[src/rtl/assert_macros.svh]
// assertion macros shared by the rtl files
// expects signals named clock and reset in the including module
`ifndef ASSERT_MACROS_SVH
`define ASSERT_MACROS_SVH

// same-cycle implication, checked out of reset
`define CHECK_NOW(label, ante, cons, msg) \
   label: assert property (@(posedge clock) disable iff (reset) (ante) |-> (cons)) \
      else $error(msg);

// next-cycle implication, checked out of reset
`define CHECK_NEXT(label, ante, cons, msg) \
   label: assert property (@(posedge clock) disable iff (reset) (ante) |=> (cons)) \
      else $error(msg);

`endif

[src/rtl/sitda_pkg.sv]
// package for the signed integer to decimal ascii converter
// types, constants and codes shared by all rtl modules; no dependencies
`timescale 1ns / 1ps
`default_nettype none

package sitda_pkg;

   localparam int VALUE_W        = 64;  // width of the request value field
   localparam int SIZE_W         = 8;   // width of buffer_size
   localparam int LEN_W          = 5;   // width of the length field
   localparam int VALUE_BITS_DEF = 64;  // default integer width used
   localparam int DIGIT_COUNT    = 19;  // bcd digits for magnitudes up to 2**63
   localparam int DIGIT_IDX_W    = $clog2(DIGIT_COUNT);
   localparam int QUEUE_DEPTH    = 2;
   localparam int QUEUE_PTR_W    = $clog2(QUEUE_DEPTH);
   localparam int QUEUE_CNT_W    = $clog2(QUEUE_DEPTH + 1);

   localparam logic [7:0] ASCII_ZERO  = 8'h30;
   localparam logic [7:0] ASCII_MINUS = 8'h2d;
   localparam logic [3:0] DABBLE_MIN  = 4'd5;
   localparam logic [3:0] DABBLE_ADD  = 4'd3;

   typedef struct packed {
      logic signed [VALUE_W-1:0] value;
      logic [SIZE_W-1:0]         buffer_size;
   } req_type;

   typedef struct packed {
      logic [7:0]       ch;
      logic             char_valid;
      logic             last;
      logic [LEN_W-1:0] length;
   } rsp_type;

   // classified request as it waits in the queue
   typedef struct packed {
      logic [VALUE_W-1:0] mag;
      logic               neg;
      logic [SIZE_W-1:0]  cap;
   } job_type;

   typedef struct packed {
      logic full;
      logic empty;
   } queue_stat_type;

   typedef enum logic [1:0] {
      BK_IDLE,
      BK_CONVERT,
      BK_COUNT,
      BK_EMIT
   } back_state_type;

endpackage

`default_nettype wire

[src/rtl/signed_int_to_decimal_ascii_top.sv]
// top level of the signed integer to decimal ascii converter
// depends on sitda_pkg, sitda_front, sitda_fifo, sitda_back
`timescale 1ns / 1ps
`default_nettype none

// channel   dir  handshake            payload
// req_      in   req_valid/req_ready  req_type: value, buffer_size
// rsp_      out  rsp_valid/rsp_ready  rsp_type: ch, char_valid, last, length
//
// in the back end a request runs through the bit-serial double dabble loop and a digit
//   count, then emits one character per cycle (or one empty item) while rsp_ready allows
// the front end and two entry queue take new requests while the back end works
// reset clears the queue, the back end state machine and the response valid
// a stalled rsp_ready holds the response register and stops character output

module signed_int_to_decimal_ascii_top
   import sitda_pkg::*;
#(
   parameter int VALUE_BITS = VALUE_BITS_DEF
) (
   input  wire logic    clock,
   input  wire logic    reset,
   input  wire logic    req_valid,
   output logic         req_ready,
   input  wire req_type req_data,
   output logic         rsp_valid,
   input  wire logic    rsp_ready,
   output rsp_type      rsp_data
);

   // classified request from front end into the queue
   logic           push;
   job_type        push_job;
   // queue head toward the back end
   logic           pop;
   job_type        head_job;
   queue_stat_type q_stat;

   // sign split and capacity clamp, combinational, no state of its own
   sitda_front #(
      .VALUE_BITS(VALUE_BITS)
   ) u_front (
      .req_valid (req_valid),
      .req_ready (req_ready),
      .req_data  (req_data),
      .q_stat    (q_stat),
      .push      (push),
      .job       (push_job)
   );

   // decouples request acceptance from conversion
   sitda_fifo u_fifo (
      .clock     (clock),
      .reset     (reset),
      .push      (push),
      .push_data (push_job),
      .pop       (pop),
      .pop_data  (head_job),
      .stat      (q_stat)
   );

   // conversion and character emission with registered response
   sitda_back #(
      .VALUE_BITS(VALUE_BITS)
   ) u_back (
      .clock     (clock),
      .reset     (reset),
      .q_stat    (q_stat),
      .job       (head_job),
      .pop       (pop),
      .rsp_valid (rsp_valid),
      .rsp_ready (rsp_ready),
      .rsp_data  (rsp_data)
   );

endmodule

`default_nettype wire

[src/rtl/sitda_front.sv]
// front end: accepts requests, splits sign from magnitude, clamps capacity
// depends on sitda_pkg
`timescale 1ns / 1ps
`default_nettype none

module sitda_front
   import sitda_pkg::*;
#(
   parameter int VALUE_BITS = VALUE_BITS_DEF
) (
   input  wire logic           req_valid,
   output logic                req_ready,
   input  wire req_type        req_data,
   input  wire queue_stat_type q_stat,
   output logic                push,
   output job_type             job
);

   logic [VALUE_BITS-1:0] v;
   logic [VALUE_BITS-1:0] mag_v;
   logic                  neg;

   assign req_ready = !q_stat.full;
   assign push      = req_valid && !q_stat.full;

   always_comb begin
      v     = req_data.value[VALUE_BITS-1:0];
      neg   = v[VALUE_BITS-1];
      // most negative value wraps to itself, read as unsigned it is exact
      mag_v = neg ? (~v + VALUE_BITS'(1)) : v;
      job.mag = VALUE_W'(mag_v);
      job.neg = neg;
      // capacity without the terminator, size zero counts as one
      job.cap = (req_data.buffer_size == '0) ? '0 : (req_data.buffer_size - SIZE_W'(1));
   end

endmodule

`default_nettype wire

[src/rtl/sitda_fifo.sv]
// two entry queue of classified requests between front and back
// depends on sitda_pkg and assert_macros.svh
`timescale 1ns / 1ps
`default_nettype none

module sitda_fifo
   import sitda_pkg::*;
(
   input  wire logic     clock,
   input  wire logic     reset,
   input  wire logic     push,
   input  wire job_type  push_data,
   input  wire logic     pop,
   output job_type       pop_data,
   output queue_stat_type stat
);

   job_type                mem_ff [QUEUE_DEPTH];
   logic [QUEUE_PTR_W-1:0] wr_ptr_ff, wr_ptr_in;
   logic [QUEUE_PTR_W-1:0] rd_ptr_ff, rd_ptr_in;
   logic [QUEUE_CNT_W-1:0] count_ff, count_in;
   logic                   do_push, do_pop;

   assign stat.full  = (count_ff == QUEUE_CNT_W'(QUEUE_DEPTH));
   assign stat.empty = (count_ff == '0);
   assign do_push    = push && !stat.full;
   assign do_pop     = pop && !stat.empty;
   assign pop_data   = mem_ff[rd_ptr_ff];

   always_comb begin
      wr_ptr_in = do_push ? (wr_ptr_ff + QUEUE_PTR_W'(1)) : wr_ptr_ff;
      rd_ptr_in = do_pop  ? (rd_ptr_ff + QUEUE_PTR_W'(1)) : rd_ptr_ff;
      count_in  = count_ff;
      if (do_push && !do_pop) begin
         count_in = count_ff + QUEUE_CNT_W'(1);
      end else if (do_pop && !do_push) begin
         count_in = count_ff - QUEUE_CNT_W'(1);
      end
   end

   always_ff @(posedge clock) begin
      if (reset) begin
         wr_ptr_ff <= '0;
         rd_ptr_ff <= '0;
         count_ff  <= '0;
      end else begin
         wr_ptr_ff <= wr_ptr_in;
         rd_ptr_ff <= rd_ptr_in;
         count_ff  <= count_in;
      end
   end

   always_ff @(posedge clock) begin
      if (do_push) begin
         mem_ff[wr_ptr_ff] <= push_data;
      end
   end

`include "assert_macros.svh"

   `CHECK_NOW(a_count_bound, 1'b1, count_ff <= QUEUE_CNT_W'(QUEUE_DEPTH), "queue overfilled")
   `CHECK_NEXT(a_push_grows, do_push && !do_pop, count_ff == $past(count_ff) + QUEUE_CNT_W'(1), "push lost")
   `CHECK_NOW(a_ptr_track, stat.empty || stat.full, wr_ptr_ff == rd_ptr_ff, "pointers disagree with count")

endmodule

`default_nettype wire

[src/rtl/sitda_back.sv]
// back end: bit-serial double dabble, digit count, then one character per cycle unless stalled
// depends on sitda_pkg and assert_macros.svh
`timescale 1ns / 1ps
`default_nettype none

module sitda_back
   import sitda_pkg::*;
#(
   parameter int VALUE_BITS = VALUE_BITS_DEF
) (
   input  wire logic           clock,
   input  wire logic           reset,
   input  wire queue_stat_type q_stat,
   input  wire job_type        job,
   output logic                pop,
   output logic                rsp_valid,
   input  wire logic           rsp_ready,
   output rsp_type             rsp_data
);

   localparam int BIT_CNT_W = $clog2(VALUE_BITS + 1);

   back_state_type state_ff, state_in;

   logic [VALUE_BITS-1:0]  mag_ff, mag_in;
   logic                   neg_ff, neg_in;
   logic [SIZE_W-1:0]      cap_ff, cap_in;
   logic [3:0]             bcd_ff [DIGIT_COUNT];
   logic [3:0]             bcd_in [DIGIT_COUNT];
   logic [3:0]             adj    [DIGIT_COUNT];
   logic [BIT_CNT_W-1:0]   bit_cnt_ff, bit_cnt_in;
   logic [DIGIT_IDX_W-1:0] idx_ff, idx_in;
   logic                   sign_pend_ff, sign_pend_in;
   logic [LEN_W-1:0]       cnt_ff, cnt_in;
   logic [LEN_W-1:0]       total_ff, total_in;
   logic                   rsp_valid_ff, rsp_valid_in;
   rsp_type                rsp_data_ff, rsp_data_in;

   logic                   out_free;
   logic                   conv_done;
   logic                   emit_last;
   logic [LEN_W-1:0]       ndig;
   logic [LEN_W-1:0]       nchar;

   assign out_free  = !rsp_valid_ff || rsp_ready;
   assign conv_done = (bit_cnt_ff == BIT_CNT_W'(VALUE_BITS - 1));
   assign emit_last = (total_ff == '0) || (cnt_ff + LEN_W'(1) == total_ff);
   assign rsp_valid = rsp_valid_ff;
   assign rsp_data  = rsp_data_ff;

   // add-3 correction on every digit, independent per digit
   always_comb begin
      for (int i = 0; i < DIGIT_COUNT; i++) begin
         adj[i] = (bcd_ff[i] >= DABBLE_MIN) ? (bcd_ff[i] + DABBLE_ADD) : bcd_ff[i];
      end
   end

   // leading nonzero digit, at least one digit for zero
   always_comb begin
      ndig = LEN_W'(1);
      for (int i = 0; i < DIGIT_COUNT; i++) begin
         if (bcd_ff[i] != '0) begin
            ndig = LEN_W'(i + 1);
         end
      end
      nchar = ndig + LEN_W'(neg_ff);
   end

   // next state
   always_comb begin
      state_in = state_ff;
      case (state_ff)
         BK_IDLE: begin
            if (!q_stat.empty) state_in = BK_CONVERT;
         end
         BK_CONVERT: begin
            if (conv_done) state_in = BK_COUNT;
         end
         BK_COUNT: begin
            state_in = BK_EMIT;
         end
         BK_EMIT: begin
            if (out_free && emit_last) state_in = BK_IDLE;
         end
         default: begin
            state_in = BK_IDLE;
         end
      endcase
   end

   // datapath and outputs
   always_comb begin
      pop          = 1'b0;
      mag_in       = mag_ff;
      neg_in       = neg_ff;
      cap_in       = cap_ff;
      bcd_in       = bcd_ff;
      bit_cnt_in   = bit_cnt_ff;
      idx_in       = idx_ff;
      sign_pend_in = sign_pend_ff;
      cnt_in       = cnt_ff;
      total_in     = total_ff;
      rsp_valid_in = rsp_valid_ff && !rsp_ready;
      rsp_data_in  = rsp_data_ff;
      case (state_ff)
         BK_IDLE: begin
            if (!q_stat.empty) begin
               pop        = 1'b1;
               mag_in     = job.mag[VALUE_BITS-1:0];
               neg_in     = job.neg;
               cap_in     = job.cap;
               bit_cnt_in = '0;
               for (int i = 0; i < DIGIT_COUNT; i++) begin
                  bcd_in[i] = '0;
               end
            end
         end
         BK_CONVERT: begin
            bcd_in[0] = {adj[0][2:0], mag_ff[VALUE_BITS-1]};
            for (int i = 1; i < DIGIT_COUNT; i++) begin
               bcd_in[i] = {adj[i][2:0], adj[i-1][3]};
            end
            mag_in     = mag_ff << 1;
            bit_cnt_in = bit_cnt_ff + BIT_CNT_W'(1);
         end
         BK_COUNT: begin
            idx_in       = DIGIT_IDX_W'(ndig - LEN_W'(1));
            sign_pend_in = neg_ff;
            cnt_in       = '0;
            total_in     = ({(SIZE_W - LEN_W)'(0), nchar} < cap_ff) ? nchar : cap_ff[LEN_W-1:0];
         end
         BK_EMIT: begin
            if (out_free) begin
               rsp_valid_in = 1'b1;
               if (total_ff == '0) begin
                  // buffer size of one or zero: a single empty item
                  rsp_data_in.ch         = '0;
                  rsp_data_in.char_valid = 1'b0;
                  rsp_data_in.last       = 1'b1;
                  rsp_data_in.length     = '0;
               end else begin
                  rsp_data_in.ch         = sign_pend_ff ? ASCII_MINUS
                                         : (ASCII_ZERO + {4'b0000, bcd_ff[idx_ff]});
                  rsp_data_in.char_valid = 1'b1;
                  rsp_data_in.last       = emit_last;
                  rsp_data_in.length     = emit_last ? total_ff : '0;
                  if (sign_pend_ff) begin
                     sign_pend_in = 1'b0;
                  end else begin
                     idx_in = idx_ff - DIGIT_IDX_W'(1);
                  end
                  cnt_in = cnt_ff + LEN_W'(1);
               end
            end
         end
         default: begin
         end
      endcase
   end

   always_ff @(posedge clock) begin
      if (reset) begin
         state_ff     <= BK_IDLE;
         rsp_valid_ff <= 1'b0;
      end else begin
         state_ff     <= state_in;
         rsp_valid_ff <= rsp_valid_in;
      end
   end

   always_ff @(posedge clock) begin
      mag_ff       <= mag_in;
      neg_ff       <= neg_in;
      cap_ff       <= cap_in;
      bcd_ff       <= bcd_in;
      bit_cnt_ff   <= bit_cnt_in;
      idx_ff       <= idx_in;
      sign_pend_ff <= sign_pend_in;
      cnt_ff       <= cnt_in;
      total_ff     <= total_in;
      rsp_data_ff  <= rsp_data_in;
   end

`include "assert_macros.svh"

   `CHECK_NOW(a_len_on_last, rsp_valid_ff && !rsp_data_ff.last, rsp_data_ff.length == '0, "length on non-last item")
   `CHECK_NOW(a_empty_is_last, rsp_valid_ff && !rsp_data_ff.char_valid, rsp_data_ff.last && (rsp_data_ff.length == '0), "bad empty item")
   `CHECK_NOW(a_emit_bound, state_ff == BK_EMIT, cnt_ff < total_ff || total_ff == '0, "emitted past total")
   `CHECK_NEXT(a_pop_starts, pop, state_ff == BK_CONVERT, "pop without conversion")

endmodule

`default_nettype wire

[config.mk]
export PLATFORM = sky130hd
export DESIGN_NAME = signed_int_to_decimal_ascii_top
export DESIGN_NICKNAME = d
export VERILOG_FILES = /design/src/rtl/sitda_pkg.sv /design/src/rtl/signed_int_to_decimal_ascii_top.sv /design/src/rtl/sitda_front.sv /design/src/rtl/sitda_fifo.sv /design/src/rtl/sitda_back.sv
export VERILOG_INCLUDE_DIRS = /design/src /design/src/rtl
export SDC_FILE = /design/constraint.sdc
export NUM_CORES = 1
export LEC_CHECK = 0
export BUFFER_PORTS_ARGS = -buffer_cell sky130_fd_sc_hd__clkbuf_2
export CAP_MARGIN = 10
export CORE_AREA = 5 5 138 271
export DETAILED_ROUTE_END_ITERATION = 10
export DIE_AREA = 0 0 143 276
export PLACE_DENSITY = 0.77
export SLEW_MARGIN = 20
export SYNTH_ARGS = -nofsm -noshare
export SYNTH_HDL_FRONTEND = slang
export SYNTH_SLANG_ARGS = --single-unit
[constraint.sdc]
create_clock -name clock -period 11.4 [get_ports clock]
set_clock_uncertainty 0.05 [all_clocks]
set_input_delay 2.85 -clock clock [delete_from_list [all_inputs] [get_ports clock]]
set_output_delay 2.85 -clock clock [all_outputs]
set_load 0.02 [all_outputs]
==> flow_metrics.tcl <==
set metrics [dict create \
    cp_max_fo 7 \
    leakagePower_uw 0.00664 \
    min_path_type "register to register" \
    vdd_drop_max_uv 199 \
    hold_ws_ns 0.464 \
    die_w_um 143 \
    vias 10700 \
    drc 0 \
    cp.required_ns 11.67 \
    io_pins 93 \
    synth_edf_count 331 \
    clockBufferDepth 3 \
    placement.io_buffers 90 \
    grt_pass1_vias 11200 \
    coreArea_sq_mm 0.0351 \
    worst_slew_pin_slew_ns 1.09 \
    final_util 0.546 \
    drtAntennaViolNets 0 \
    cts_tree "done" \
    grt_usage 0.169 \
    crit_chain "clkbuf_2 > nor4_2 > nand4b_1 > nor4_4 > nand3b_1 > o41ai_2 > xnor2_1" \
    drv_slew 0 \
    p_switching_uw 1760 \
    drt_wl_total_um 33700 \
    final.setup.tns_ns 0 \
    path_buf_inv 1 \
    placedInstanceArea_sq_mm 0.0181 \
    fp.dieH_um 276 \
    row_count 97 \
    start_kind "input pin" \
    postSynthCellCount 1382 \
    antenna_found_initial 0 \
    synth.top_cells.by_count "edfxtp_1, nand2_1, o21ai_0, xnor2_1, mux2i_1" \
    pwr-share-seq 0.467 \
    grt_overflow_total 0 \
    min_period_over_period 0.439 \
    groute.layer.met1.usage 0.169 \
    critPathMaxStageDelay_ns 0.51 \
    ys_warn_count 0 \
    cpMaxStageDelayCell "nor4_2" \
    clock_sinks 339 \
    cts_buffers 29 \
    synth_area_sq_mm 0.0172 \
    crit_family "simple AND/OR/NAND/NOR gates" \
    hold_violations 0 \
    cp-end-kind "register" \
    max-cap-violations 0 \
    cts_resized 0 \
    synth_top_area_frac 0.577 \
    power.total_uw 5060 \
    use_met3 0.0178 \
    hold_buffers 0 \
    yosysUniqueCellTypes 60 \
    clockPowerShare 0.205 \
    status "completed" \
    power_density_mw_per_mm2 264 \
    n_antenna_cell 0 \
    postSynthAreaPerCell_sq_um 12.5 \
    ys_seq_area_frac 0.587 \
    async_flop_share 0 \
    gp_congestion 0.839 \
    start_util 0.491 \
    synth_top_flop_cell "edfxtp_1" \
    firstDrtPassIters 5 \
    hpwl_um 23500 \
    viasPerCell 5.57 \
    clk_pin_slew_ns 0.07 \
    timing.reg2reg.setup_slack_ns 6.78 \
    ys_ff_latch 339 \
    clock_latency_ns 0.58 \
    root_buffer "clkbuf_16" \
    grt_max_degree 114 \
    rsz0062_at_grt "no" \
    setup_viol 0 \
    internal_power_uw 3300 \
    fin_area_sq_mm 0.0191 \
    yosys-top-cells-area "edfxtp_1, xnor2_1, ha_1" \
    fmax_mhz 200 \
    cts_setup_buffers 0 \
    grt_util_met2 0.330 \
    switching_share 0.349 \
    synthMostInstantiatedCell "edfxtp_1" \
    busiest_layer "met2" \
    drt_iter0_drc 528 \
    pwr-share-comb 0.327 \
    die-area_sq_mm 0.0395 \
    netlist.top_cell.by_area "edfxtp_1" \
    worstPathArrival_ns 5.27 \
    drive_gt1_frac 0.141 \
    critPathKind "input pin to register" \
    syn_to_final_growth_pct 11.2 \
    nets 1597 \
    relSlewSlack 0.272 \
    wl_per_cell_um 17.5 \
    cts_htree_levels 1 \
    fin_crit_ns 5.00 \
    grt_pass1_wl_um 54400 \
]
layout make-up:
type / count / area (sq um)
multi-input combinational: 935 / 6740
clock buffer: 33 / 741
timing repair buffer: 101 / 533
tap: 445 / 557
inverter: 57 / 214
clock inverter: 19 / 253
sequential: 339 / 10100
fill: 2874 / 15900
path summary, 6_finish.rpt:
| check | end | cells after the start | from |
|---|---|---|---|
| worst max-delay path | u_fifo.mem_ff[0][53]$_DFFE_PP_ | 7 | req_data[12] |
| worst min-delay path | u_back.rsp_valid$_SDFF_PP0_ | 2 | u_back.rsp_valid$_SDFF_PP0_ |
| worst max register to register | u_back.total_ff[0]$_DFFE_PP_ | 16 | u_back.bcd_ff[52]$_SDFFCE_PN0P_ |
| worst min register to register | u_back.rsp_valid$_SDFF_PP0_ | 2 | u_back.rsp_valid$_SDFF_PP0_ |
power groups by stage:
stage | Combinational, uW | Clock [uW] | Sequential [uW]
finish | 1660 | 1040 | 2370
global placement | 1610 | 0 | 2370
global route | 1870 | 1110 | 2420
floorplan | 1270 | 0 | 2400
CTS | 1680 | 1060 | 2370
detailed placement | 1670 | 0 | 2390
sequential cells by signal, indices dropped and copies added, names as in the netlist, 5 cells and up, named ones only:
register,count
u_back.idx_ff,5
u_back.cnt_ff,5
u_back.bcd_ff,76
u_back.total_ff,5
u_back.bit_cnt_ff,7
u_back.cap_ff,8
u_fifo.mem_ff,146
u_back.rsp_data,13
u_back.mag_ff,64
kinds of logic after synthesis:
kind of cell | count (synthesis) | share of synthesized area
AOI/OAI and AO/OA | 241 | 0.0847
and+or+nand+nor | 411 | 0.125
adders and majority gates | 58 | 0.0421
DFF | 339 | 0.587
buffers and inverters | 109 | 0.0243
other | 1 | 0.000218
muxes | 101 | 0.0741
xor gates and xnor gates | 122 | 0.0629
tightest hold or removal path: stages (launching register included):
cell,delay [ns]
dfxtp_1,0.32
nand2b_1,0.09
a21oi_1,0.07
cell usage in the layout, fill, tap and decap left out, types with 30 or more instances in the layout:
master,count
edfxtp_1,331
inv_1,57
and2_1,54
ha_1,57
nor2_1,53
xor2_1,30
o21ai_0,137
clkbuf_2,90
nand2_1,165
xnor2_1,91
mux2i_1,69
nor3b_1,33
layer usage:
metal	up-vias	routed length, um
li1	5196	-
met1	5225	11800
met2	224	19100
met3	95	1070
met4	0	1830
met5	-	0
stage by stage:
step                std cells  worst slack (ns)
global route             1929              6.28
CTS                      1929              6.39
finish                   1929              6.40
detailed placement       1877              5.76
floorplan                1383              2.37
global placement         1877              5.82
Power figures use the tool's default switching activity.
